## config.mk

```make
export PLATFORM = sky130hd
export DESIGN_NAME = kct_divider
export DESIGN_NICKNAME = d
export VERILOG_FILES = /design/src/design/kct_pkg.sv /design/src/design/kct_divider.sv
export SDC_FILE = /design/constraint.sdc
export NUM_CORES = 1
export LEC_CHECK = 0
export BUFFER_PORTS_ARGS = -buffer_cell sky130_fd_sc_hd__buf_2
export CAP_MARGIN = 20
export CORE_UTILIZATION = 55
export CTS_BUF_LIST = sky130_fd_sc_hd__clkbuf_4 sky130_fd_sc_hd__clkbuf_8
export DETAILED_ROUTE_END_ITERATION = 8
export PLACE_DENSITY = 0.81
export SYNTH_ARGS = -nofsm -noshare
export SYNTH_HDL_FRONTEND = slang
export SYNTH_SLANG_ARGS = --single-unit
export TNS_END_PERCENT = 50
```

## constraint.sdc

```tcl
create_clock -name clk -period 4 [get_ports clk]
set_input_delay 0.2 -clock clk [delete_from_list [all_inputs] [get_ports clk]]
set_output_delay 0.2 -clock clk [all_outputs]
set_load 0.01 [all_outputs]
```

## src/design/kct_pkg.sv

```systemverilog
// Shared types and constants for the k-means centroid trainer.
// No dependencies; every design file imports this package.
package kct_pkg;

  localparam int VALUE_BITS = 16;

  localparam int DEF_MAX_SAMPLES  = 1024;
  localparam int DEF_MAX_DIM      = 128;
  localparam int DEF_MAX_CLUSTERS = 32;

  typedef enum logic [1:0] {
    OP_LOAD_SAMPLE   = 2'd0,
    OP_LOAD_CENTROID = 2'd1,
    OP_RUN           = 2'd2,
    OP_READ          = 2'd3
  } kct_op_t;

  localparam logic [1:0] REG_NUM_CLUSTERS   = 2'd0;
  localparam logic [1:0] REG_VECTOR_LENGTH  = 2'd1;
  localparam logic [1:0] REG_SAMPLE_COUNT   = 2'd2;
  localparam logic [1:0] REG_MAX_ITERATIONS = 2'd3;

  // Per-cycle controls broadcast from the sequencer to every cluster cell
  typedef struct packed {
    logic dist_clr;
    logic x_valid;
    logic dist_en;
    logic acc_en;
    logic cnt_clr;
    logic cnt_inc;
    logic upd;
  } kct_ctrl_t;

endpackage

```

## src/design/kct_divider.sv

```systemverilog
// Restoring divider, one quotient bit per cycle, for cluster means.
// Depends on kct_pkg.
module kct_divider import kct_pkg::*; #(
  parameter int NUM_W = 27,
  parameter int DEN_W = 11
) (
  input  logic             clk,
  input  logic             rst,
  input  logic             start,
  input  logic [NUM_W-1:0] dividend,
  input  logic [DEN_W-1:0] divisor,
  output logic             done,
  output logic [NUM_W-1:0] quotient
);

  localparam int STEP_W = $clog2(NUM_W + 1);

  logic             busy;
  logic [STEP_W-1:0] steps;
  logic [DEN_W:0]   rem;
  logic [DEN_W-1:0] den;
  logic [DEN_W:0]   trial;
  logic             take;

  assign trial = {rem[DEN_W-1:0], quotient[NUM_W-1]};
  assign take  = trial >= {1'b0, den};

  always_ff @(posedge clk) begin
    if (rst) begin
      busy <= 1'b0;
      done <= 1'b0;
    end else begin
      done <= !start && busy && steps == STEP_W'(1);
      if (start) begin
        busy     <= 1'b1;
        steps    <= STEP_W'(NUM_W);
        rem      <= '0;
        den      <= divisor;
        quotient <= dividend;
      end else if (busy) begin
        rem      <= take ? trial - {1'b0, den} : trial;
        quotient <= {quotient[NUM_W-2:0], take};
        steps    <= steps - STEP_W'(1);
        if (steps == STEP_W'(1)) begin
          busy <= 1'b0;
        end
      end
    end
  end

endmodule

```

### After elaboration in Yosys (flattened, before gate mapping)

Index checks and enable logic that the tools add are counted.

| operators by class | value |
|---|---|
| eq/ne operators | 1 |
| shift operators | 0 |
| $lt $le $gt $ge | 1 |
| div/mod/pow operators | 0 |
| $add $sub $neg | 2 |
| mux-type cells | 8 |
| multipliers | 0 |
| reductions and logical operators | 6 |
| bitwise operators | 1 |

Operators with widths:

| operator | number |
|---|---|
| 27-bit 2-to-1 mux | 2 |
| 11-bit 2-to-1 mux | 2 |
| 12-bit by 11-bit greater-or-equal comparator with 1-bit output | 1 |
| 11-bit subtractor | 1 |
| 5-bit by 1-bit == test with 1-bit output (second input constant) | 1 |
| 5-bit 2-to-1 mux | 1 |
| 5-bit by 1-bit subtractor with 5-bit output (second input constant) | 1 |
| 2-bit AND reduction | 2 |
| 1-bit 2-to-1 mux | 3 |
| 1-bit logical AND | 2 |
| 2-bit nonzero test | 1 |
| 1-bit zero test | 1 |
| 1-bit NOT | 1 |

| storage, ports and cells | value |
|---|---|
| latch bits | 0 |
| memories | 0 |
| register bits | 56 |
| bits in writable memories | 0 |
| memory bits (read-only) | 0 |

### Longest topological paths before layout

Gate-level depths: netlist of run 1.

| depth | value |
|---|---|
| depth in word-level cells | 4 |
| depth in mapped cells | 10 |
| gate-level depth less buffers | 9 |

### Least setup slack after synthesis of run 1

No wires, ideal clock.

| timing path | value |
|---|---|
| path type | input -> register |
| start point | input port start |
| end point | register quotient[0] (enable) |
| arrival | 2.423 ns |
| setup slack | 1.133 ns |
| data required time | 3.556 ns |
| stages on the path | 3 |
| buffers on the path | 1 |
| cells stage by stage | buf_1 -> nor2_1 -> nor2_1 |

| on the way | value |
|---|---|
| word-level cells in the longest chain between the ends | 2 |

RTL lines:

| item | line | text |
|---|---|---|
| start: declaration | kct_divider.sv:9 | `input logic start,` |
| 2-bit nonzero test (no source line) | n/a |  |
| 2-bit AND reduction (no source line) | n/a |  |
| end signal: assignment | kct_divider.sv:39 | `quotient <= dividend;` |
| end signal: assignment | kct_divider.sv:42 | `quotient <= {quotient[NUM_W-2:0], take};` |
| end: declaration | kct_divider.sv:13 | `output logic [NUM_W-1:0] quotient` |

Every way passes these cells.
A chain may end at the register's enable or synchronous reset.

### Worst setup path in the final report of run 1

| timing path | value |
|---|---|
| start point | register rem[4] |
| end point | register rem[1], data pin |

| on the way | value |
|---|---|
| word-level cells in the longest chain between the ends | 3 |

RTL lines:

| item | line | text |
|---|---|---|
| start: declaration | kct_divider.sv:20 | `logic [DEN_W:0] rem;` |
| start signal: assignment | kct_divider.sv:41 | `rem <= take ? trial - {1'b0, den} : trial;` |
| 12-bit by 11-bit greater-or-equal comparator with 1-bit output | kct_divider.sv:26 | `assign take = trial >= {1'b0, den};` |
| 11-bit 2-to-1 mux | kct_divider.sv:41 |  |
| 11-bit 2-to-1 mux | kct_divider.sv:40 | `end else if (busy) begin` |

Every way passes these cells. The select of a mux whose other input is x is not followed.

==> metrics.txt, run 1 <==
max cap viols 0; CP Max Fanout 7; DR DRC count 0; met2 Usage GRT about 33%; worst clock skew approximately 0.0056 ns; crit end category flop; M1 GR Usage between 20 and 30%; RR Endpoint rem[1]$_SDFFCE_PP0P_; CP max-delay cell or3_4; nets 349; cell leakage power between 1 and 1.5 nW; Hold-fix buffers, CTS 0; area of the die approximately 5600 um^2; HP Start divisor[7]; area share of the largest cell type after synthesis a little under three fifths; Yosys cell types 43; Placement Rows 26; sequential share of power a little over half; DP HPWL 4.15 mm; CTS Buf Count 5; die height about 75 um; Slew Limit Fails 0; GRT Max-Usage Layer met2; first-pass GRT wire length roughly 8.6 mm; Num Clock Sinks 56; CTS Root Cell clkbuf_8; Syn Area/Cell ~13 um^2; initial core utilization a little under three fifths; GRT overflow 0; Async S/R FF share, synth 0%; Final Total Pwr ~0.0014 W; Syn Std Cell Area approximately 2900 um^2; internal cell power 0.000993 W; Setup Viol. Count Final 0; total track usage roughly a fifth; Sw Ratio between 20% and 30%; critical path type reg -> reg; drt wl/cell 15.3 um; share of layout cells above drive strength 1 33.9%; top area cells in the synthesized netlist edfxtp_1, mux2_1, ha_1; post-route setup TNS 0 ns; relative slew slack a little under a third; DR pass1 iterations 4; Worst-path clk slew roughly 0.10 ns; final WL roughly 5.6 mm; Hold WC Path Type in -> reg; reg-to-reg slack, setup roughly 1.5 ns; startpoint types flop; Syn Nets around 280; setup bufs post-CTS 0; grt met3 use 5.28%; Antenna Nets Post-Route 0; n_diodes 0; latest clock arrival within the worst-skew pair between 0.2 and 0.3 ns; DR vias/cell between 5 and 6; RR Startpoint rem[4]$_SDFFCE_PP0P_; Power Dens Cells 403 nW/um^2; combinational share of power 24.1%; CP Cell Sequence ha_1, a21o_1, or3_4, o21a_4, or3_4, a21oi_2, a211oi_1; cells on worst reg2reg path 7; Main synth FF type edfxtp_1; fmax between 400 and 500 MHz; final worst path period share 61.6%; final hold violations 0; Core ar. 5070 um^2; TritonCTS clock tree done; Max VDD drop 0.000302 V; top cells by count, synth edfxtp_1, inv_1, mux2_1; crit-path leading delay family simple AND/OR/NAND/NOR gates; post-synthesis sequential area ratio 57.5%; top-count cell post-synth edfxtp_1; worst slew pin tran around 1.0 ns; antenna violations before repair 0; RSZ-0062 raised after global routing no; CP arrival 2.50 ns; Syn Inst Count 223; WP buf/inv 0; most used cell along the critical path or3_4; sw power around 0.00038 W; vias in the first global route 1818; cts repair resizes 0; Required @ worst endpoint 4.04 ns; final RePlAce weighted congestion ~0.9; hold endpoint den[7]$_DFFE_PP_; initial DRC count ~130; Synth warnings 0; flop and latch count out of synthesis 56; Die W 74.5 um; fillcell total approximately 410; Port Buffers 68; hold path depth 1; Clock Path Buffers 2; H-tree depth 2; IO Count roughly 70; Area Overhead vs Synth 18.1%; Post-synth EDFFs 54; cell taking the most area after synthesis edfxtp_1; routed vias approximately 2000; pin count of the biggest net entering global routing 40; Worst path max stage delay ~0.44 ns; Clk pwr share 23.3%; outcome finished, final reports clean; Period minus WS final 2.46 ns
[area by class of cell]
class                   count  area, um^2  share of cell area [%]
clock buffers               7        90.1                    2.64
clock inverters             1        3.75                   0.110
inverters                  17        63.8                    1.87
multi-input cells         144        1140                    33.4
flip-flops and latches     56        1660                    48.7
well taps                  70        87.6                    2.57
repair buffers             70         368                    10.8
[flip-flops by register name (all words and copies together) (netlist names)]
name / count
busy: 1
den: 11
done: 1
quotient: 27
rem: 11
steps: 5
[power groups by stage]
stage | Sequential, W | Clock (W) | Combinational [W]
after floorplan | 0.000742 | 0 | 0.000234
after global placement | 0.000738 | 0 | 0.000317
after detailed placement | 0.000738 | 0 | 0.000328
after CTS | 0.000726 | 0.000321 | 0.000331
after global routing | 0.000731 | 0.000341 | 0.000365
final | 0.000725 | 0.000320 | 0.000332
[worst max-delay path by stage]
stage | start | slack, ns | depth (start not counted) | end
finish | rem[4]$_SDFFCE_PP0P_ | 1.54 | 7 | rem[1]$_SDFFCE_PP0P_
global route | rem[4]$_SDFFCE_PP0P_ | 1.43 | 7 | rem[9]$_SDFFCE_PP0P_
CTS | rem[4]$_SDFFCE_PP0P_ | 1.54 | 7 | rem[1]$_SDFFCE_PP0P_
detailed placement | rem[4]$_SDFFCE_PP0P_ | 1.57 | 7 | rem[9]$_SDFFCE_PP0P_
global placement | rem[4]$_SDFFCE_PP0P_ | 1.61 | 7 | rem[10]$_SDFFCE_PP0P_
floorplan | start | 1.13 | 3 | quotient[0]$_DFFE_PP_
[kinds of logic (layout without fill, tap and decap cells)]
group,count (synthesis),count (layout),share of synthesized area (%)
flops,56,56,57.5
simple gates,50,50,9.52
compound gates,46,46,10.8
mux,26,26,10.1
buf+inv,23,95,3.38
fa+ha+maj,14,14,6.32
xor+xnor,8,8,2.42
[cell usage in the layout, fill, tap and decap left out, drive strengths merged]
cell type,instances
a211oi,3
a21o,2
a21oi,15
a41o,1
and2,2
and3,1
buf,70
clkbuf,7
clkinv,1
dfxtp,2
edfxtp,54
fa,1
ha,13
inv,17
mux2,26
nand2,13
nand2b,4
nand3,7
nand4,1
nor2,13
nor2b,1
nor3,4
nor3b,1
o211a,2
o211ai,4
o21a,3
o21ai,12
o21ba,1
o22ai,1
o31a,1
o32ai,1
or3,3
xnor2,8
[metal layers]
layer  vias to the layer above  wire, um
met5                         -         0
met4                         0        27
met3                         2       425
met2                        78      2660
met1                       932      2450
li1                        962         -
[worst register-to-register path, stage by stage, from the launching register on]
cell	delay, ns
edfxtp_1	0.41
ha_1	0.37
a21o_1	0.21
or3_4	0.33
o21a_4	0.23
or3_4	0.44
a21oi_2	0.15
a211oi_1	0.06
[stage by stage]
step,cells,area [um^2],hold slack (ns),setup slack (ns),utilization (%)
after floorplan,223,2890,0.276,1.13,-
after global placement,356,3300,0.377,1.61,65.0
after detailed placement,357,3320,0.379,1.57,65.4
after CTS,365,3410,0.0682,1.54,67.3
after global routing,365,3410,0.0605,1.43,67.3
final,365,3410,0.0744,1.54,67.3
(Power assumes the default switching activity.)
==> run 2, diff against run 1 <==
- ABC_AREA: not set -> 1
- CORE_UTILIZATION: 55 -> 56
- clock period: 4 -> 2.5 ns (I/O delays scaled with it)
==> run 2 against run 1 <==
Clock power increased by 82%. Combinational power increased by 54%. Sequential power increased by 59%. Highest routed layer unchanged. Die area increased by 5.9%. Via count increased by 31%. First-iteration DRC count increased by 38%. Core utilization increased by 4.2 points. Power increased by 63%. Design area increased by 9.7%. Sequential share of layout area decreased by 4.3 points. Non-clock buffer count increased by 13.
==> metrics.txt, run 2 <==
final worst path period share approximately nine tenths; CTS Root Cell clkbuf_8; cells on worst reg2reg path 11; Syn Nets 420; Power Dens Cells between 500 and 600 nW/um^2; startpoint types flop; relative slew slack a little under two thirds; area share of the largest cell type after synthesis 51.9%; TritonCTS clock tree done; Slew Limit Fails 0; Synth warnings 0; Port Buffers 68; initial DRC count about 180; crit-path leading delay family simple AND/OR/NAND/NOR gates; vias in the first global route between 2000 and 2500; Top reg by flops quotient; Clock Path Buffers 2; HP Start divisor[0]; setup bufs post-CTS 0; final RePlAce weighted congestion between 0.8 and 0.9; nets approximately 500; total track usage 23.5%; post-synthesis sequential area ratio between 50% and 60%; worst slack, placed about 0.3 ns; DR DRC count 0; Required @ worst endpoint roughly 2.6 ns; pin count of the biggest net entering global routing 45; CP Cell Sequence inv_1, ha_1, fa_1, inv_1, nand3_1, nand3_2, nand3_2, nand3_2, nor2_4, nor2_1, nor2_1; area of the die slightly below 6000 um^2; Syn Area/Cell ~8.6 um^2; routed vias between 2000 and 3000; reg-to-reg slack, setup between 0.2 and 0.3 ns; Area Overhead vs Synth 20.0%; Final WS setup 0.283 ns; critical path type reg -> reg; max cap viols 0; hold path depth 1; cell leakage power roughly 1.9 nW; DR pass1 iterations 4; die height 76.7 um; CTS Buf Count 5; commonest cells after routing, fill and taps aside nand2_1, buf_2, edfxtp_1; Antenna Nets Post-Route 0; cell taking the most area after synthesis edfxtp_1; Post-synth EDFFs 54; latest clock arrival within the worst-skew pair around 0.3 ns; most common cell after layout, fill and taps aside nand2_1; Max VDD drop around 0.00044 V; Placement Rows 26; RR Endpoint rem[9]$_SDFFCE_PP0P_; worst clock skew around 0.0095 ns; antenna violations before repair 0; Largest register FFs 27; Yosys cell types 26; Core ar. ~5200 um^2; most used cell along the critical path nand3_2; crit end category flop; Hold WC Path Type in -> reg; top-count cell post-synth nand2_1; WP buf/inv 2; DR vias/cell 5.03; CP Max Fanout 12; Period minus WS final between 2 and 2.5 ns; post-route setup TNS 0 ns; IO Count 69; Main synth FF type edfxtp_1; worst slew pin tran between 0.5 and 0.6 ns; flop and latch count out of synthesis 56; Setup Viol. Count Final 0; Worst path max stage delay about 0.40 ns; Worst-path clk slew roughly 0.09 ns; fillcell total between 400 and 500; CP arrival ~2.3 ns; initial core utilization approximately three fifths; top area cells in the synthesized netlist edfxtp_1, nand2_1, inv_1; placed instance count between 400 and 500; Async S/R FF share, synth 0%; drt wl/cell between 10 and 15 um; Die W around 77 um; RR Startpoint quotient[26]$_DFFE_PP_; Final Instance Area between 3000 and 4000 um^2; Largest regs quotient (27), den (11), rem (11); Syn Inst Count roughly 370; CP max-delay cell fa_1; first-pass GRT wire length about 11 mm; RSZ-0062 raised after global routing no; final hold violations 0; Num Clock Sinks 56; H-tree depth 2; top cells by count, synth nand2_1, edfxtp_1, inv_1; Syn Std Cell Area ~3100 um^2; GRT overflow 0; hold endpoint den[0]$_DFFE_PP_; DP HPWL between 4 and 5 mm; final WL around 6.3 mm; DP Area roughly 3500 um^2; fmax roughly 450 MHz; fin cells 515; n_diodes 0; outcome finished, final reports clean; share of layout cells above drive strength 1 roughly a fifth
-- run 2: cells by family (layout without fill, tap and decap cells) --
group / Yosys count / count (layout) / share of synthesized area [%]
AO/OA/AOI/OAI: 10 / 10 / 1.72
XOR/XNOR: 4 / 4 / 1.12
flip-flops: 56 / 56 / 53.2
AND/OR/NAND/NOR: 216 / 216 / 29.3
adder cells (fa/ha/maj): 14 / 14 / 5.85
buffers and inverters: 65 / 145 / 8.74
-- run 2: worst max path at each step --
stage	startpoint	end	slack, ns	depth (start not counted)
2_1_floorplan	quotient[26]$_DFFE_PP_	rem[3]$_SDFFCE_PP0P_	0.49	12
3_3_place_gp	quotient[26]$_DFFE_PP_	quotient[0]$_DFFE_PP_	0.38	10
3_5_place_dp	quotient[26]$_DFFE_PP_	rem[3]$_SDFFCE_PP0P_	0.30	11
4_1_cts	quotient[26]$_DFFE_PP_	rem[3]$_SDFFCE_PP0P_	0.25	11
5_1_grt	quotient[26]$_DFFE_PP_	rem[10]$_SDFFCE_PP0P_	0.05	11
6_report	quotient[26]$_DFFE_PP_	rem[9]$_SDFFCE_PP0P_	0.28	11
-- run 2: timing repair --
action,4_1_cts,5_1_grt
endpoints found under the hold margin,9,1
resized for setup,0,1
setup endpoints to repair,0,8
hold buffers,9,1
-- run 2: worst reg2reg max path: cells and delay by family, from the launching register on --
kind,cells,cell delay [ns]
buf+inv,2,0.16
simple gates,7,0.86
fa+ha+maj,2,0.63
flops,1,0.35
-- run 2: metrics by stage --
stage / hold WS (ns) / utilization, % / power (W)
final: 0.00866 / 71.5 / 0.00224
after global routing: 0.000902 / 71.5 / 0.00237
after CTS: 0.00165 / 71.2 / 0.00225
after detailed placement: 0.304 / 67.4 / 0.00166
after global placement: 0.302 / 67.4 / 0.00165
after floorplan: 0.202 / - / 0.00152
-- run 2: cell type report --
class | instances | area (um^2) | share of cell area, %
clock inverter | 2 | 35.0 | 0.936
multi-input combinational | 244 | 1200 | 32.1
sequential | 56 | 1660 | 44.4
timing repair buffer | 83 | 478 | 12.8
inverter | 54 | 203 | 5.41
tap | 70 | 87.6 | 2.34
clock buffer | 6 | 76.3 | 2.04
-- run 2: where the power goes --
group          switching (W)  internal [W]
logic               0.000315      0.000196
clock network       0.000273      0.000308
registers          0.0000345       0.00112
-- run 2: metal layers --
layer,wire [um],global-route usage [%],vias up
li1,-,-,1315
met4,88,6.54,0
met1,2880,31.0,1177
met5,0,0,-
met2,2940,38.9,87
met3,386,5.12,10
==> run 3, diff against run 2 <==
- clock period: 2.5 -> 2.05 ns (I/O delays scaled with it)
==> run 3 against run 2 <==
Design area up 4.0%. Sequential cell count is the same. Final cell count is 1.7% higher. Via count grew 2.1%. Clock-buffer cell count down 1. First-iteration DRC count rose by 18%. Die area did not move. Register-to-register slack lost 0.26 ns. Fmax grew 9.1%. Clock skew fell by 0.0014 ns. Highest routed layer unchanged.
==> metrics.txt, run 3 (synthesized netlist as in run 2, its figures left out) <==
RSZ-0062 raised after global routing yes; Area Overhead vs Synth 24.8%; TritonCTS clock tree done; initial core utilization 59.6%; cell leakage power slightly below 2 nW; max cap viols 0; Hold WC Path Type in -> reg; Setup Viol. Count Final 0; Largest register FFs 27; n_diodes 0; DR pass1 iterations 5; Port Buffers 68; M1 GR Usage 32.6%; crit end category flop; Final Instance Area 3900 um^2; Register Area around 1700 um^2; Required @ worst endpoint roughly 2.1 ns; commonest cells after routing, fill and taps aside nand2_1, buf_2, edfxtp_1; worst clock skew 0.00816 ns; initial DRC count 207; CTS Root Cell clkbuf_8; startpoint types flop; Die W between 70 and 80 um; critical path type reg -> reg; Placement Rows 26; nets 508; vias in the first global route about 2600; first-pass GRT wire length 11.6 mm; post-route setup TNS 0 ns; CTS Buf Count 5; drt wl/cell between 10 and 15 um; routed vias 2644; fillcell total 362; worst slew pin tran 0.512 ns; grt met3 use a little under 5%; H-tree depth 2; share of layout cells above drive strength 1 between 20% and 30%; final WL 6.76 mm; Slew Limit Fails 0; Clock Path Buffers 2; Max VDD drop about 0.00065 V; final hold violations 0; outcome finished, final reports clean; Final Total Pwr about 0.0028 W; Num Clock Sinks 56; IO Count 69; worst slack, placed -0.00499 ns; area of the multi-input gates 1270 um^2; latest clock arrival within the worst-skew pair 0.31 ns; Largest regs quotient (27), den (11), rem (11); CP Max Fanout 12; most common cell after layout, fill and taps aside nand2_1; GRT overflow 0; GRT Max-Usage Layer met2; Antenna Nets Post-Route 0; Period minus WS final slightly above 2 ns; hold_ws 0.00657 ns; Power Dens Cells 729 nW/um^2; DR DRC count 0; CP arrival 2.10 ns; fmax around 490 MHz; final worst path period share roughly 100%; Core ar. 5240 um^2; total track usage 25.0%; reg-to-reg slack, setup roughly 0.019 ns; final RePlAce weighted congestion 0.877; DR vias/cell just over 5; relative slew slack roughly 66%; die height approximately 77 um; Top reg by flops quotient; DP HPWL between 4 and 5 mm; area of the die roughly 5900 um^2; Worst-path clk slew ~0.1 ns; Final WS setup about 0.019 ns; met2 Usage GRT a little over two fifths; pin count of the biggest net entering global routing between 40 and 50; DP Area around 3600 um^2; antenna violations before repair 0
## run 3: path summary, 6_finish.rpt
kind,startpoint,to,depth (start not counted)
max reg2reg,den[0]$_DFFE_PP_,rem[8]$_SDFFCE_PP0P_,11
min,rst,done$_SDFF_PP0_,2
max,den[0]$_DFFE_PP_,rem[8]$_SDFFCE_PP0P_,11
min reg2reg,busy$_SDFF_PP0_,done$_SDFF_PP0_,2
## run 3: metal layers
layer  up-vias  part of all wire (%)
met5         -                     0
met4         0                   1.5
met3         9                   6.1
met2        95                    49
met1      1206                    44
li1       1334                     -
## run 3: report_power, final
| group | leakage [nW] | switching [W] | internal (W) |
|---|---|---|---|
| Clock | 0.0541 | 0.000359 | 0.000362 |
| Sequential | 0.532 | 0.0000455 | 0.00136 |
| Combinational | 1.35 | 0.000422 | 0.000290 |
## run 3: what timing repair did
item                                    4_1_cts  5_1_grt
pin swaps                                     0        5
resized for setup                             1       19
endpoints found under the setup margin       10       11
endpoints found under the hold margin        11        0
setup buffers                                 0        2
hold buffers                                 11        0
## run 3: metrics by stage
stage / utilization [%] / cells
6_report: 74.4 / 524
5_1_grt: 74.4 / 524
4_1_cts: 72.7 / 522
3_5_place_dp: 68.5 / 503
3_3_place_gp: 68.5 / 503
2_1_floorplan: - / 365
## run 3: worst max-delay path, stage by stage, from the launching register on
cell and delay (ns):
edfxtp_1 0.43, ha_4 0.19, fa_2 0.39, inv_2 0.08, nand3_2 0.07, nand3_2 0.10
nand3_2 0.08, nand3_2 0.10, nor2_2 0.05, buf_12 0.15, nor2_1 0.10, nor2_1 0.06
## run 3: final cells by class
class / count / share of cell area, %
flip-flops and latches: 56 / 42.6
multi-input cells: 244 / 32.7
repair buffers: 92 / 14.4
inverters: 54 / 5.20
well taps: 70 / 2.25
clock buffers: 5 / 1.77
clock inverters: 3 / 1.09
